### src/hw/rtl/upi_pkg.sv
`timescale 1ns / 1ps
// shared types, constants and the arctangent table of the unicycle pose integrator
// no dependencies
package upi_pkg;

    localparam int ANGLE_BITS_DEF    = 16;
    localparam int POSITION_BITS_DEF = 32;

    localparam int CORDIC_ITERS = 16;
    localparam int ITER_W       = $clog2(CORDIC_ITERS);
    localparam int XY_W         = 33;
    localparam int Z_W          = 34;
    localparam logic signed [XY_W-1:0] CORDIC_GAIN = 33'sd652032874;

    localparam int MUL_A_W = 17;
    localparam int MUL_P_W = MUL_A_W + XY_W;
    localparam int ACC_W   = 64;
    localparam int POS_SHIFT = 38;

    localparam int CFG_IDX_W  = 4;
    localparam int CFG_DATA_W = 32;

    localparam logic [CFG_IDX_W-1:0] REG_FORWARD_VEL_MAX    = 4'd0;
    localparam logic [CFG_IDX_W-1:0] REG_FORWARD_STEP_LIMIT = 4'd1;
    localparam logic [CFG_IDX_W-1:0] REG_TURN_VEL_MAX       = 4'd2;
    localparam logic [CFG_IDX_W-1:0] REG_TURN_STEP_LIMIT    = 4'd3;
    localparam logic [CFG_IDX_W-1:0] REG_STEP_TIME          = 4'd4;
    localparam logic [CFG_IDX_W-1:0] REG_INIT_X             = 4'd5;
    localparam logic [CFG_IDX_W-1:0] REG_INIT_Y             = 4'd6;
    localparam logic [CFG_IDX_W-1:0] REG_INIT_HEADING       = 4'd7;

    typedef struct packed {
        logic start;
    } cordic_ctl_t;

    typedef struct packed {
        logic busy;
        logic done;
    } cordic_sts_t;

    function automatic logic [31:0] atan_value(input logic [ITER_W-1:0] idx);
        logic [31:0] v;
        unique case (idx)
            4'd0:    v = 32'h20000000;
            4'd1:    v = 32'h12E4051E;
            4'd2:    v = 32'h09FB385B;
            4'd3:    v = 32'h051111D4;
            4'd4:    v = 32'h028B0D43;
            4'd5:    v = 32'h0145D7E1;
            4'd6:    v = 32'h00A2F61E;
            4'd7:    v = 32'h00517C55;
            4'd8:    v = 32'h0028BE53;
            4'd9:    v = 32'h00145F2F;
            4'd10:   v = 32'h000A2F98;
            4'd11:   v = 32'h000517CC;
            4'd12:   v = 32'h00028BE6;
            4'd13:   v = 32'h000145F3;
            4'd14:   v = 32'h0000A2FA;
            default: v = 32'h0000517D;
        endcase
        return v;
    endfunction

endpackage

### src/hw/rtl/upi_channels.sv
`timescale 1ns / 1ps
// valid/ready channels of the unicycle pose integrator: step command, pose result, config write
// depends on upi_pkg
interface upi_cmd_if;
    logic               valid;
    logic               ready;
    logic signed [15:0] desired_forward;
    logic signed [15:0] desired_turn;
    modport source (output valid, output desired_forward, output desired_turn, input ready);
    modport sink (input valid, input desired_forward, input desired_turn, output ready);
endinterface

interface upi_pose_if;
    logic               valid;
    logic               ready;
    logic signed [31:0] pos_x;
    logic signed [31:0] pos_y;
    logic signed [15:0] heading;
    logic        [14:0] forward_speed;
    logic signed [15:0] turn_rate;
    logic signed [15:0] forward_change;
    logic signed [15:0] turn_change;
    modport source (output valid, output pos_x, output pos_y, output heading,
                    output forward_speed, output turn_rate, output forward_change,
                    output turn_change, input ready);
    modport sink (input valid, input pos_x, input pos_y, input heading,
                  input forward_speed, input turn_rate, input forward_change,
                  input turn_change, output ready);
endinterface

interface upi_cfg_if;
    logic                              valid;
    logic                              ready;
    logic [upi_pkg::CFG_IDX_W-1:0]     index;
    logic [upi_pkg::CFG_DATA_W-1:0]    data;
    modport source (output valid, output index, output data, input ready);
    modport sink (input valid, input index, input data, output ready);
endinterface

### src/hw/rtl/upi_cordic.sv
`timescale 1ns / 1ps
// iterative cordic rotator: cos and sin of a binary angle in q2.30, one iteration per cycle
// depends on upi_pkg
module upi_cordic #(
    parameter int ANGLE_BITS = upi_pkg::ANGLE_BITS_DEF
) (
    input  logic                                 clk,
    input  logic                                 rst_n,
    input  upi_pkg::cordic_ctl_t                 ctl,
    input  logic [ANGLE_BITS-1:0]                angle,
    output upi_pkg::cordic_sts_t                 sts,
    output logic signed [upi_pkg::XY_W-1:0]      cos_val,
    output logic signed [upi_pkg::XY_W-1:0]      sin_val
);

    localparam int XW = upi_pkg::XY_W;
    localparam int ZW = upi_pkg::Z_W;
    localparam logic [upi_pkg::ITER_W-1:0] LAST_ITER =
        upi_pkg::ITER_W'(upi_pkg::CORDIC_ITERS - 1);

    logic signed [XW-1:0] x_reg, x_next, y_reg, y_next;
    logic signed [ZW-1:0] z_reg, z_next;
    logic [upi_pkg::ITER_W-1:0] iter_reg, iter_next;
    logic flip_reg, flip_next;
    logic busy_reg, busy_next, fix_reg, fix_next, done_reg, done_next;

    logic [31:0] a32, a_fix;
    logic flip_in;
    logic signed [XW-1:0] xs, ys;
    logic signed [ZW-1:0] atan_s;

    assign a32     = 32'(angle) << (32 - ANGLE_BITS);
    assign flip_in = a32[31] ^ a32[30];
    assign a_fix   = {a32[31] ^ flip_in, a32[30:0]};
    assign xs      = x_reg >>> iter_reg;
    assign ys      = y_reg >>> iter_reg;
    assign atan_s  = $signed({2'b00, upi_pkg::atan_value(iter_reg)});

    always_comb
    begin
        x_next    = x_reg;
        y_next    = y_reg;
        z_next    = z_reg;
        iter_next = iter_reg;
        flip_next = flip_reg;
        busy_next = busy_reg;
        fix_next  = 1'b0;
        done_next = 1'b0;
        if (ctl.start)
        begin
            x_next    = upi_pkg::CORDIC_GAIN;
            y_next    = '0;
            z_next    = ZW'($signed(a_fix));
            iter_next = '0;
            flip_next = flip_in;
            busy_next = 1'b1;
        end
        else if (busy_reg)
        begin
            if (!z_reg[ZW-1])
            begin
                x_next = x_reg - ys;
                y_next = y_reg + xs;
                z_next = z_reg - atan_s;
            end
            else
            begin
                x_next = x_reg + ys;
                y_next = y_reg - xs;
                z_next = z_reg + atan_s;
            end
            iter_next = iter_reg + 1'b1;
            if (iter_reg == LAST_ITER)
            begin
                busy_next = 1'b0;
                fix_next  = 1'b1;
            end
        end
        else if (fix_reg)
        begin
            x_next    = flip_reg ? -x_reg : x_reg;
            y_next    = flip_reg ? -y_reg : y_reg;
            done_next = 1'b1;
        end
    end

    always_ff @(posedge clk or negedge rst_n)
    begin
        if (!rst_n)
        begin
            busy_reg <= 1'b0;
            fix_reg  <= 1'b0;
            done_reg <= 1'b0;
            iter_reg <= '0;
        end
        else
        begin
            busy_reg <= busy_next;
            fix_reg  <= fix_next;
            done_reg <= done_next;
            iter_reg <= iter_next;
        end
    end

    always_ff @(posedge clk)
    begin
        x_reg    <= x_next;
        y_reg    <= y_next;
        z_reg    <= z_next;
        flip_reg <= flip_next;
    end

    assign sts.busy = busy_reg | fix_reg;
    assign sts.done = done_reg;
    assign cos_val  = x_reg;
    assign sin_val  = y_reg;

endmodule

### src/hw/rtl/unicycle_pose_integrator.sv
`timescale 1ns / 1ps
// unicycle pose integrator top level: config registers, velocity slew, sequencer, shared multiplier
// depends on upi_pkg, upi_channels, upi_cordic
//
// cmd carries one time step (desired forward speed and turn rate); pose returns one result
// per step: position, heading, velocities and the applied velocity changes.
// cfg writes one register per transfer (index 0..7, higher indexes ignored); cfg.ready is
// always high. writes to init_x, init_y, init_heading load the pose at once.
// a step runs from cmd transfer to pose.valid through slew and heading (S_TGT, S_CHG,
// S_HMUL, S_HADD), the cordic start, the wait on the cordic (16 iterations, a quadrant
// fix and the done flag), the position products on the one 17 x 33 multiplier and the
// load of the result.
// cmd.ready is high only while the sequencer is idle, so a new step is taken only after
// the last one has left S_DONE; the rate is set by the cordic iterations and multiplier passes.
// the result sits in an output register; a finished step waits there and the next
// command is taken meanwhile. if the receiver stalls, the following step holds in its
// last state until the output register is free.
// reset: pose, velocities zero, limits at their default values, no result pending.
module unicycle_pose_integrator #(
    parameter int ANGLE_BITS    = upi_pkg::ANGLE_BITS_DEF,
    parameter int POSITION_BITS = upi_pkg::POSITION_BITS_DEF
) (
    input  logic       clk,
    input  logic       rst_n,
    upi_cmd_if.sink    cmd,
    upi_pose_if.source pose,
    upi_cfg_if.sink    cfg
);

    localparam int AW = upi_pkg::MUL_A_W;
    localparam int XW = upi_pkg::XY_W;
    localparam int PW = upi_pkg::MUL_P_W;
    localparam int CW = upi_pkg::ACC_W;
    localparam logic signed [CW-1:0] POS_ROUND = CW'(64'sd1 <<< (upi_pkg::POS_SHIFT - 1));

    typedef enum logic [14:0] {
        S_IDLE   = 15'b000000000000001,
        S_TGT    = 15'b000000000000010,
        S_CHG    = 15'b000000000000100,
        S_HMUL   = 15'b000000000001000,
        S_HADD   = 15'b000000000010000,
        S_CSTART = 15'b000000000100000,
        S_CWAIT  = 15'b000000001000000,
        S_MXH    = 15'b000000010000000,
        S_MXL    = 15'b000000100000000,
        S_ACCX   = 15'b000001000000000,
        S_UPDX   = 15'b000010000000000,
        S_MYL    = 15'b000100000000000,
        S_ACCY   = 15'b001000000000000,
        S_UPDY   = 15'b010000000000000,
        S_DONE   = 15'b100000000000000
    } state_t;

    state_t state_reg, state_next;

    logic [14:0] fmax_reg, fsl_reg, tmax_reg, tsl_reg;
    logic [15:0] step_reg;

    logic [POSITION_BITS-1:0] pose_x_reg, pose_y_reg;
    logic [ANGLE_BITS-1:0]    head_reg;
    logic [14:0]              speed_reg, speed_next;
    logic signed [15:0]       turn_reg, turn_next;

    logic signed [15:0] des_f_reg, des_t_reg;
    logic [14:0]        tgt_f_reg;
    logic signed [15:0] tgt_t_reg;
    logic signed [15:0] fchg_reg, tchg_reg, fchg_next, tchg_next;

    logic signed [PW-1:0] prod_reg;
    logic [30:0]          dist_reg;
    logic signed [CW-1:0] acc_reg;

    logic signed [AW-1:0] mul_a;
    logic signed [XW-1:0] mul_b;
    logic signed [PW-1:0] mul_p;

    logic out_valid_reg;
    logic signed [31:0] o_x_reg, o_y_reg;
    logic signed [15:0] o_head_reg, o_turn_reg, o_fchg_reg, o_tchg_reg;
    logic [14:0]        o_speed_reg;

    upi_pkg::cordic_ctl_t c_ctl;
    upi_pkg::cordic_sts_t c_sts;
    logic signed [XW-1:0] cos_val, sin_val;

    logic cmd_xfer, cfg_xfer, out_load;

    assign cmd_xfer  = cmd.valid && cmd.ready;
    assign cfg_xfer  = cfg.valid && cfg.ready;
    assign cmd.ready = (state_reg == S_IDLE);
    assign cfg.ready = 1'b1;
    assign out_load  = (state_reg == S_DONE) && (!out_valid_reg || pose.ready);
    assign c_ctl.start = (state_reg == S_CSTART);

    upi_cordic #(
        .ANGLE_BITS(ANGLE_BITS)
    ) u_cordic (
        .clk     (clk),
        .rst_n   (rst_n),
        .ctl     (c_ctl),
        .angle   (head_reg),
        .sts     (c_sts),
        .cos_val (cos_val),
        .sin_val (sin_val)
    );

    // target clamps
    logic [14:0]        tgt_f_c;
    logic signed [15:0] tgt_t_c;
    logic signed [16:0] tmax_s;

    assign tmax_s = $signed({2'b00, tmax_reg});

    always_comb
    begin
        if (des_f_reg[15])
            tgt_f_c = '0;
        else if (des_f_reg[14:0] > fmax_reg)
            tgt_f_c = fmax_reg;
        else
            tgt_f_c = des_f_reg[14:0];
        if (17'(des_t_reg) > tmax_s)
            tgt_t_c = 16'(tmax_s);
        else if (17'(des_t_reg) < -tmax_s)
            tgt_t_c = 16'(-tmax_s);
        else
            tgt_t_c = des_t_reg;
    end

    // slew limit and final clamp
    logic signed [17:0] fdiff, fsl_s, fchg_w, fsum, fmax_w;
    logic signed [17:0] tdiff, tsl_s, tchg_w, tsum, tmax_w;

    always_comb
    begin
        fsl_s  = $signed({3'b000, fsl_reg});
        fmax_w = $signed({3'b000, fmax_reg});
        fdiff  = $signed({3'b000, tgt_f_reg}) - $signed({3'b000, speed_reg});
        if (fdiff > fsl_s)
            fchg_w = fsl_s;
        else if (fdiff < -fsl_s)
            fchg_w = -fsl_s;
        else
            fchg_w = fdiff;
        fsum = $signed({3'b000, speed_reg}) + fchg_w;
        if (fsum < 0)
            speed_next = '0;
        else if (fsum > fmax_w)
            speed_next = fmax_reg;
        else
            speed_next = fsum[14:0];
        fchg_next = 16'(fchg_w);

        tsl_s  = $signed({3'b000, tsl_reg});
        tmax_w = $signed({3'b000, tmax_reg});
        tdiff  = 18'(tgt_t_reg) - 18'(turn_reg);
        if (tdiff > tsl_s)
            tchg_w = tsl_s;
        else if (tdiff < -tsl_s)
            tchg_w = -tsl_s;
        else
            tchg_w = tdiff;
        tsum = 18'(turn_reg) + tchg_w;
        if (tsum > tmax_w)
            turn_next = 16'(tmax_w);
        else if (tsum < -tmax_w)
            turn_next = 16'(-tmax_w);
        else
            turn_next = 16'(tsum);
        tchg_next = 16'(tchg_w);
    end

    // shared multiplier operand select
    logic signed [XW-1:0] step_s;

    assign step_s = $signed({17'd0, step_reg});

    always_comb
    begin
        mul_a = '0;
        mul_b = '0;
        unique case (state_reg)
            S_HMUL:
            begin
                mul_a = AW'(turn_reg);
                mul_b = step_s;
            end
            S_CSTART:
            begin
                mul_a = $signed({2'b00, speed_reg});
                mul_b = step_s;
            end
            S_MXH:
            begin
                mul_a = $signed({2'b00, dist_reg[30:16]});
                mul_b = cos_val;
            end
            S_MXL:
            begin
                mul_a = $signed({1'b0, dist_reg[15:0]});
                mul_b = cos_val;
            end
            S_UPDX:
            begin
                mul_a = $signed({2'b00, dist_reg[30:16]});
                mul_b = sin_val;
            end
            S_MYL:
            begin
                mul_a = $signed({1'b0, dist_reg[15:0]});
                mul_b = sin_val;
            end
            default:
            begin
                mul_a = '0;
                mul_b = '0;
            end
        endcase
    end

    assign mul_p = PW'(mul_a) * PW'(mul_b);

    // sequencer
    always_comb
    begin
        state_next = state_reg;
        unique case (state_reg)
            S_IDLE:   if (cmd_xfer) state_next = S_TGT;
            S_TGT:    state_next = S_CHG;
            S_CHG:    state_next = S_HMUL;
            S_HMUL:   state_next = S_HADD;
            S_HADD:   state_next = S_CSTART;
            S_CSTART: state_next = S_CWAIT;
            S_CWAIT:  if (c_sts.done) state_next = S_MXH;
            S_MXH:    state_next = S_MXL;
            S_MXL:    state_next = S_ACCX;
            S_ACCX:   state_next = S_UPDX;
            S_UPDX:   state_next = S_MYL;
            S_MYL:    state_next = S_ACCY;
            S_ACCY:   state_next = S_UPDY;
            S_UPDY:   state_next = S_DONE;
            S_DONE:   if (out_load) state_next = S_IDLE;
            default:  state_next = S_IDLE;
        endcase
    end

    logic signed [PW-1:0] hsum;

    assign hsum = prod_reg + PW'(32768);

    always_ff @(posedge clk or negedge rst_n)
    begin
        if (!rst_n)
        begin
            state_reg     <= S_IDLE;
            fmax_reg      <= 15'd256;
            fsl_reg       <= 15'd8;
            tmax_reg      <= 15'd8192;
            tsl_reg       <= 15'd512;
            step_reg      <= 16'd655;
            pose_x_reg    <= '0;
            pose_y_reg    <= '0;
            head_reg      <= '0;
            speed_reg     <= '0;
            turn_reg      <= '0;
            out_valid_reg <= 1'b0;
        end
        else
        begin
            state_reg <= state_next;
            if (cfg_xfer)
            begin
                unique case (cfg.index)
                    upi_pkg::REG_FORWARD_VEL_MAX:    fmax_reg <= cfg.data[14:0];
                    upi_pkg::REG_FORWARD_STEP_LIMIT: fsl_reg  <= cfg.data[14:0];
                    upi_pkg::REG_TURN_VEL_MAX:       tmax_reg <= cfg.data[14:0];
                    upi_pkg::REG_TURN_STEP_LIMIT:    tsl_reg  <= cfg.data[14:0];
                    upi_pkg::REG_STEP_TIME:          step_reg <= cfg.data[15:0];
                    upi_pkg::REG_INIT_X:
                        pose_x_reg <= POSITION_BITS'($signed(cfg.data[31:0]));
                    upi_pkg::REG_INIT_Y:
                        pose_y_reg <= POSITION_BITS'($signed(cfg.data[31:0]));
                    upi_pkg::REG_INIT_HEADING:
                        head_reg <= ANGLE_BITS'($signed(cfg.data[15:0]));
                    default: ;
                endcase
            end
            if (state_reg == S_CHG)
            begin
                speed_reg <= speed_next;
                turn_reg  <= turn_next;
            end
            if (state_reg == S_HADD)
                head_reg <= head_reg + ANGLE_BITS'(hsum >>> 16);
            if (state_reg == S_UPDX)
                pose_x_reg <= pose_x_reg + POSITION_BITS'(acc_reg >>> upi_pkg::POS_SHIFT);
            if (state_reg == S_UPDY)
                pose_y_reg <= pose_y_reg + POSITION_BITS'(acc_reg >>> upi_pkg::POS_SHIFT);
            if (out_load)
                out_valid_reg <= 1'b1;
            else if (pose.ready)
                out_valid_reg <= 1'b0;
        end
    end

    always_ff @(posedge clk)
    begin
        if (cmd_xfer)
        begin
            des_f_reg <= cmd.desired_forward;
            des_t_reg <= cmd.desired_turn;
        end
        if (state_reg == S_TGT)
        begin
            tgt_f_reg <= tgt_f_c;
            tgt_t_reg <= tgt_t_c;
        end
        if (state_reg == S_CHG)
        begin
            fchg_reg <= fchg_next;
            tchg_reg <= tchg_next;
        end
        if (state_reg == S_CSTART)
            dist_reg <= mul_p[30:0];
        if ((state_reg == S_HMUL) || (state_reg == S_MXH) || (state_reg == S_MXL)
            || (state_reg == S_UPDX) || (state_reg == S_MYL))
            prod_reg <= mul_p;
        if ((state_reg == S_MXL) || (state_reg == S_MYL))
            acc_reg <= (CW'(prod_reg) <<< 16) + POS_ROUND;
        else if ((state_reg == S_ACCX) || (state_reg == S_ACCY))
            acc_reg <= acc_reg + CW'(prod_reg);
        if (out_load)
        begin
            o_x_reg     <= 32'(pose_x_reg);
            o_y_reg     <= 32'(pose_y_reg);
            o_head_reg  <= 16'(head_reg);
            o_speed_reg <= speed_reg;
            o_turn_reg  <= turn_reg;
            o_fchg_reg  <= fchg_reg;
            o_tchg_reg  <= tchg_reg;
        end
    end

    assign pose.valid          = out_valid_reg;
    assign pose.pos_x          = o_x_reg;
    assign pose.pos_y          = o_y_reg;
    assign pose.heading        = o_head_reg;
    assign pose.forward_speed  = o_speed_reg;
    assign pose.turn_rate      = o_turn_reg;
    assign pose.forward_change = o_fchg_reg;
    assign pose.turn_change    = o_tchg_reg;

    a_cordic_start_idle: assert property (@(posedge clk) disable iff (!rst_n)
        c_ctl.start |-> !c_sts.busy)
        else $error("cordic started while busy");

    a_cordic_done_wait: assert property (@(posedge clk) disable iff (!rst_n)
        c_sts.done |-> (state_reg == S_CWAIT))
        else $error("cordic result outside the wait state");

    a_result_from_done: assert property (@(posedge clk) disable iff (!rst_n)
        $rose(pose.valid) |-> $past(state_reg == S_DONE))
        else $error("result raised outside the done state");

    a_cmd_starts_step: assert property (@(posedge clk) disable iff (!rst_n)
        cmd_xfer |=> (state_reg == S_TGT))
        else $error("command transfer did not start a step");

endmodule
### src/flat_wrapper.sv
// flat-port wrapper written by rule: the top's interface ports become plain ports
module unicycle_pose_integrator_flat 
#(
    parameter int ANGLE_BITS    = upi_pkg::ANGLE_BITS_DEF,
    parameter int POSITION_BITS = upi_pkg::POSITION_BITS_DEF
)
  (clk, rst_n, cmd_valid, cmd_desired_forward, cmd_desired_turn, cmd_ready, pose_valid, pose_pos_x, pose_pos_y, pose_heading, pose_forward_speed, pose_turn_rate, pose_forward_change, pose_turn_change, pose_ready, cfg_valid, cfg_index, cfg_data, cfg_ready);
  upi_cmd_if cmd_i ();
  upi_pose_if pose_i ();
  upi_cfg_if cfg_i ();
  input  logic clk;
  input  logic rst_n;
  input wire logic [$bits(cmd_i.valid)-1:0] cmd_valid;
  input wire logic [$bits(cmd_i.desired_forward)-1:0] cmd_desired_forward;
  input wire logic [$bits(cmd_i.desired_turn)-1:0] cmd_desired_turn;
  output wire logic [$bits(cmd_i.ready)-1:0] cmd_ready;
  output wire logic [$bits(pose_i.valid)-1:0] pose_valid;
  output wire logic [$bits(pose_i.pos_x)-1:0] pose_pos_x;
  output wire logic [$bits(pose_i.pos_y)-1:0] pose_pos_y;
  output wire logic [$bits(pose_i.heading)-1:0] pose_heading;
  output wire logic [$bits(pose_i.forward_speed)-1:0] pose_forward_speed;
  output wire logic [$bits(pose_i.turn_rate)-1:0] pose_turn_rate;
  output wire logic [$bits(pose_i.forward_change)-1:0] pose_forward_change;
  output wire logic [$bits(pose_i.turn_change)-1:0] pose_turn_change;
  input wire logic [$bits(pose_i.ready)-1:0] pose_ready;
  input wire logic [$bits(cfg_i.valid)-1:0] cfg_valid;
  input wire logic [$bits(cfg_i.index)-1:0] cfg_index;
  input wire logic [$bits(cfg_i.data)-1:0] cfg_data;
  output wire logic [$bits(cfg_i.ready)-1:0] cfg_ready;
  assign cmd_i.valid = cmd_valid;
  assign cmd_i.desired_forward = cmd_desired_forward;
  assign cmd_i.desired_turn = cmd_desired_turn;
  assign cmd_ready = cmd_i.ready;
  assign pose_valid = pose_i.valid;
  assign pose_pos_x = pose_i.pos_x;
  assign pose_pos_y = pose_i.pos_y;
  assign pose_heading = pose_i.heading;
  assign pose_forward_speed = pose_i.forward_speed;
  assign pose_turn_rate = pose_i.turn_rate;
  assign pose_forward_change = pose_i.forward_change;
  assign pose_turn_change = pose_i.turn_change;
  assign pose_i.ready = pose_ready;
  assign cfg_i.valid = cfg_valid;
  assign cfg_i.index = cfg_index;
  assign cfg_i.data = cfg_data;
  assign cfg_ready = cfg_i.ready;
  unicycle_pose_integrator #(.ANGLE_BITS(ANGLE_BITS), .POSITION_BITS(POSITION_BITS)) u_core (.clk(clk), .rst_n(rst_n), .cmd(cmd_i), .pose(pose_i), .cfg(cfg_i));
endmodule
### config.mk
export PLATFORM = sky130hd
export DESIGN_NAME = unicycle_pose_integrator_flat
export DESIGN_NICKNAME = d
export VERILOG_FILES = /design/src/hw/rtl/upi_pkg.sv /design/src/hw/rtl/upi_channels.sv /design/src/hw/rtl/upi_cordic.sv /design/src/hw/rtl/unicycle_pose_integrator.sv /design/src/flat_wrapper.sv
export SDC_FILE = /design/constraint.sdc
export NUM_CORES = 2
export LEC_CHECK = 0
export BUFFER_PORTS_ARGS = -buffer_cell sky130_fd_sc_hd__buf_2
export CAP_MARGIN = 20
export CORE_ASPECT_RATIO = 1.2
export CORE_MARGIN = 2
export CORE_UTILIZATION = 40
export CTS_BUF_LIST = sky130_fd_sc_hd__clkbuf_4
export CTS_CLUSTER_DIAMETER = 50
export DETAILED_ROUTE_END_ITERATION = 7
export PLACE_DENSITY = 0.64
export SLEW_MARGIN = 10
export SYNTH_ARGS = -nofsm -noshare
export SYNTH_HDL_FRONTEND = slang
export SYNTH_HIERARCHICAL = 1
export SYNTH_SLANG_ARGS = --single-unit
### constraint.sdc
create_clock -name clk -period 30.8 [get_ports clk]
set_input_delay 4.62 -clock clk [delete_from_list [all_inputs] [get_ports clk]]
set_output_delay 4.62 -clock clk [all_outputs]
set_load 0.05 [all_outputs]
# Word-level counts from Yosys, hierarchy flattened
# Memory sizes are Yosys's and may differ from the RTL's.
# Index checks and enable logic that the tools add are counted.
dict set report totals {
  word_cells 193
  in_bits 73
  mem_count 1
  rom_bits 480
  regBits 694
}
dict set report op_classes {
  n_addsub 23
  bitwise 2
  order_cmp 11
  shift 2
  eq_ne 26
  multipliers 1
  n_reduce_logical 37
  n_mux 52
}
# name depth word_bits read_ports rd_clocked_by_memory_dff write_ports line
set memory_table {}
lappend memory_table {{(name not given)} 16 30 1 0 0 upi_pkg.sv:43} ;# unique case (idx)
# operator n
set op_table {}
lappend op_table {{two-way mux 33 bit} 8}
lappend op_table {{case mux 15 bit (15 select lines)} 1}
lappend op_table {{two-way mux 32 bit} 6}
lappend op_table {{two-way mux 64 bit} 2}
lappend op_table {{two-way mux 15 bit} 7}
lappend op_table {{two-way mux 34 bit} 3}
lappend op_table {{case mux 33 bit (3 select lines)} 1}
lappend op_table {{two-way mux 16 bit} 6}
lappend op_table {{greater-than comparator 18 x 16 -> 1 bit} 4}
lappend op_table {{two-way mux 18 bit} 4}
lappend op_table {{case mux 17 bit (4 select lines)} 1}
lappend op_table {{adder 33 bit} 2}
lappend op_table {{negation 33 bit} 2}
lappend op_table {{>>> shifter 33 x 4 -> 33 bit} 2}
lappend op_table {{subtractor 33 bit} 2}
lappend op_table {{adder 32 bit} 2}
lappend op_table {{adder 64 x 39 -> 64 bit (second input constant)} 1}
lappend op_table {{adder 64 x 50 -> 64 bit} 1}
lappend op_table {{less-than comparator 18 bit} 3}
lappend op_table {{negation 15 -> 18 bit} 3}
lappend op_table {{multiplier 17 x 33 -> 50 bit} 1}
lappend op_table {{adder 16 x 18 -> 18 bit} 2}
lappend op_table {{adder 34 x 33 -> 34 bit} 1}
lappend op_table {{subtractor 34 x 33 -> 34 bit} 1}
lappend op_table {{42 further kinds} 88}

# Logic depth before layout (Yosys ltp)
dict set report logic_depth {
  word_depth 8
  depth_mapped 46
  ltp_nobuf 44
}

# Modules after synthesis
# Netlist, hierarchy kept.
# mod n_inst seq_area_each_um2 area_each_um2 cells_per_inst
set by_module_without_submodules {}
lappend by_module_without_submodules {unicycle_pose_integrator 1 16594.7 56430.4 5803}
lappend by_module_without_submodules {upi_cordic 1 2387.3 16474.6 2104}

# Worst setup path before layout
# OpenSTA, ideal clock, no wires.
dict set report synth_path {
  path_kind {in2reg}
  from {in pose_ready}
  to {reg u_core.o_fchg_reg[0], in the netlist u_core/pose.forward_change[0] (enable)}
  cell_stages 2
  setup_slack_ns 19.094
  setup_time_ns 0.661
  t_required_ns 30.139
  arrival_time_ns 11.045
  cell_sequence {nand2b_1 > nor2b_1}
}
dict set report synth_via {
  elab_chain_len 2
}
# item line
set synth_lines {}
lappend synth_lines {{start: declaration} flat_wrapper.sv:25} ;# input wire logic [$bits(pose_i.ready)-1:0] pose_ready;
lappend synth_lines {{logical OR 1 bit} unicycle_pose_integrator.sv:92} ;# assign out_load = (state_reg == S_DONE) && (!out_valid_reg || pose.ready);
lappend synth_lines {{logical AND 1 bit} unicycle_pose_integrator.sv:92}
lappend synth_lines {{net u_core.out_load} unicycle_pose_integrator.sv:86} ;# logic cmd_xfer, cfg_xfer, out_load;
lappend synth_lines {{end signal: assignment} unicycle_pose_integrator.sv:339} ;# o_fchg_reg <= fchg_reg;
lappend synth_lines {{end: declaration} unicycle_pose_integrator.sv:79} ;# logic signed [15:0] o_head_reg, o_turn_reg, o_fchg_reg, o_tchg_reg;
# The timed path passes the listed nets, and every way through them passes these cells.
# A chain may end at the register's enable or synchronous reset.

# Worst setup path in the final report
dict set report layout_path {
  from {reg u_core.state_reg[5]}
  to {reg u_core.prod_reg[37] (data pin)}
}
dict set report layout_via {
  elab_chain_len 4
}
# item line
set layout_lines {}
lappend layout_lines {{start: declaration} unicycle_pose_integrator.sv:54} ;# state_t state_reg, state_next;
lappend layout_lines {{start signal: assignment} unicycle_pose_integrator.sv:270} ;# state_reg <= state_next;
lappend layout_lines {{equality test 15 x 12 -> 1 bit, or another cell as far along} unicycle_pose_integrator.sv:182} ;# unique case (state_reg)
lappend layout_lines {{OR reduction 2 bit (no line)} -}
lappend layout_lines {{case mux 17 bit (4 select lines) or case mux 33 bit (3 select lines) (tied branches)} unicycle_pose_integrator.sv:182}
lappend layout_lines {{multiplier 17 x 33 -> 50 bit (*)} unicycle_pose_integrator.sv:221} ;# assign mul_p = PW'(mul_a) * PW'(mul_b);
lappend layout_lines {{net u_core.mul_p[37]} unicycle_pose_integrator.sv:75} ;# logic signed [PW-1:0] mul_p;
lappend layout_lines {{end signal: assignment} unicycle_pose_integrator.sv:327} ;# prod_reg <= mul_p;
lappend layout_lines {{end: declaration} unicycle_pose_integrator.sv:69} ;# logic signed [PW-1:0] prod_reg;
# The timed path passes the listed nets; every way through them passes the cells marked *.

==> impl_metrics.env <==
export IMPL_cp_endpoint="u_core/prod_reg[37]"
export IMPL_p_per_area_nw_per_um2=97.3
export IMPL_clkSinkCount=694
export IMPL_ctsHoldBuffers=0
export IMPL_drc_errors=0
export IMPL_synthCells=7906
export IMPL_fin_nets=9268
export IMPL_post_cts_repair_setup_buffers=0
export IMPL_clockRootBuffer="clkbuf_4"
export IMPL_cts_tree="built"
export IMPL_cp_arrival_ns=11.48
export IMPL_crit_type="flip-flop to flip-flop"
export IMPL_fp_dieW_um=394
export IMPL_skew_ns=0.105
export IMPL_die_h_um=472
export IMPL_ios=219
export IMPL_cap_violations=0
export IMPL_fin_crit_sh_pct=34.3
export IMPL_pre_cts_slack_ns=20.17
export IMPL_core_area_um2=181000
export IMPL_clkSlewWorstSetupHoldPaths_ns=0.07
export IMPL_via_count=61400
export IMPL_worstSetupStartpoint="u_core/state_reg[5]"
export IMPL_finalCriticalPeriod_ns=10.56
export IMPL_rr_worst_depth=30
export IMPL_grt_pass1_wl_mm=360
export IMPL_wl_mm=234
export IMPL_synth_fp_nets=9119
export IMPL_numCtsBuffers=190
export IMPL_grt_total_usage_pct=24.8
export IMPL_hold_viol=0
export IMPL_syn2layout_area_growth_pct=8.51
export IMPL_avgSynthCellArea_um2=9.22
export IMPL_reg2reg_from="u_core/state_reg[5]"
export IMPL_htreeDepth=4
export IMPL_grt_pass1_vias=61600
export IMPL_clock_latency_ns=1.25
export IMPL_synth_area_um2=72900
export IMPL_post_cts_resized=0
export IMPL_worstMarginPinSlew_ns=1.36
export IMPL_layout_cells_non_filler=10700
export IMPL_dp_cells=10300
export IMPL_drt_iter0_drc=5028
export IMPL_largest_reg_flops=64
export IMPL_dr_pass1_iters=6
export IMPL_fin_tns_setup_ns=0
export IMPL_rsz0062_at_grt="no"
export IMPL_min_path_type="flip-flop to flip-flop"
export IMPL_finalWorstSetupSlack_ns=20.24
export IMPL_max_freq_mhz=94.7
export IMPL_ir_drop_mv=0.0981
export IMPL_fillCellCount=17700
export IMPL_rows=171
export IMPL_final_antenna_net_count=0
export IMPL_port_buffers=217
export IMPL_end_kind="flip-flop"
export IMPL_cp_max_fo=111
export IMPL_overflow=0
export IMPL_setup_violations=0
export IMPL_dieArea_um2=186000
export IMPL_required_ns=31.72
export IMPL_grt_max_degree=142
export IMPL_yosysWarnings=6
export IMPL_status="completed"
export IMPL_reg2reg_to="u_core/prod_reg[37]"
export IMPL_clockBufferDepth=3
export IMPL_start_kind="flip-flop"
export IMPL_finalPower_mw=7.70
export IMPL_dpl_hpwl_mm=181
export IMPL_wl_per_cell_um=22.0
export IMPL_cp_slowest_cell="buf_4"
export IMPL_power_leakage_nw=34.1
export IMPL_viasPerCell=5.77
export IMPL_slew_headroom_pct=9.58
export IMPL_antenna_found_initial=17
export IMPL_drive_above_1_share_pct=11.1
export IMPL_r2r_slack_ns=20.24
export IMPL_critPathMostFrequentCell="fa_1"
export IMPL_place_gp_congestion=0.958
export IMPL_report_final_slew_viol_count=0
export IMPL_start_util_pct=40.3
export IMPL_cpPeakStageDelay_ns=0.83
[per-stage QoR]
stage	cell area (µm²)	utilization, %	hold WS [ns]
after floorplan	72900	-	0.400
after global placement	76500	42.2	0.400
after detailed placement	76500	42.2	0.406
after CTS	79000	43.7	0.418
after global routing	79100	43.7	0.419
final	79100	43.7	0.418
[worst max-delay path, delay by kind of cell (launching register included)]
kind	cells	cell delay (ns)
flops	1	0.42
fa+ha+maj	7	3.48
simple gates	11	2.99
buf+inv	4	1.00
compound gates	8	2.29
[worst min-delay path by stage]
stage,from,cells after the start,end,slack (ns)
2_1_floorplan,u_core/fchg_reg[0],0,u_core/pose.forward_change[0],0.40
3_3_place_gp,u_core/tchg_reg[15],0,u_core/pose.turn_change[15],0.40
3_5_place_dp,u_core/fchg_reg[10],0,u_core/pose.forward_change[10],0.41
4_1_cts,u_core/tchg_reg[10],0,u_core/pose.turn_change[10],0.42
5_1_grt,u_core/tchg_reg[10],0,u_core/pose.turn_change[10],0.42
6_report,u_core/tchg_reg[10],0,u_core/pose.turn_change[10],0.42
[layout make-up]
type / instances / area, µm² / share of cell area, %
repair buffers: 315 / 1880 / 2.37
diodes: 10 / 25.0 / 0.0316
clock buffers: 283 / 2120 / 2.69
inverters: 764 / 2870 / 3.63
multi-input cells: 6090 / 49700 / 62.9
flip-flops and latches: 694 / 19000 / 24.0
clock inverters: 73 / 429 / 0.543
well taps: 2422 / 3030 / 3.83
[power by group]
| part | switching [mW] | internal [mW] | leakage [nW] |
|---|---|---|---|
| clock network | 0.441 | 0.444 | 1.53 |
| registers | 0.314 | 1.19 | 6.97 |
| logic | 3.06 | 2.24 | 25.6 |
| total | 3.82 | 3.88 | 34.1 |
[layout by cell type (no fill, tap or decap), types with 50 or more instances in the layout]
cell type and count:
mux2i_1 201, mux4_2 57, nand3_1 111, buf_4 92, buf_2 217, o21ai_0 379
o21a_1 67, a21oi_1 537, mux2_2 111, xor2_1 179, a21o_1 191, a31oi_1 56
clkbuf_4 283, edfxtp_1 402, dfrtp_1 194, fa_1 547, ha_1 593, xnor2_1 345
dfxtp_1 82, inv_1 759, a211oi_1 92, nor2b_1 82, nor2_1 768, nand2_1 728
nand2b_1 88, and2_1 50, and3_1 68, nor3_1 89
[metal layers]
| layer | GRT usage, % | wire (µm) | vias up |
|---|---|---|---|
| met4 | 12.6 | 12600 | 8 |
| met1 | 30.2 | 92600 | 30200 |
| met2 | 42.2 | 112000 | 2580 |
| met5 | 0 | 44 | - |
| li1 | - | - | 28000 |
| met3 | 4.29 | 16600 | 618 |
Power figures use the tool's default switching activity.
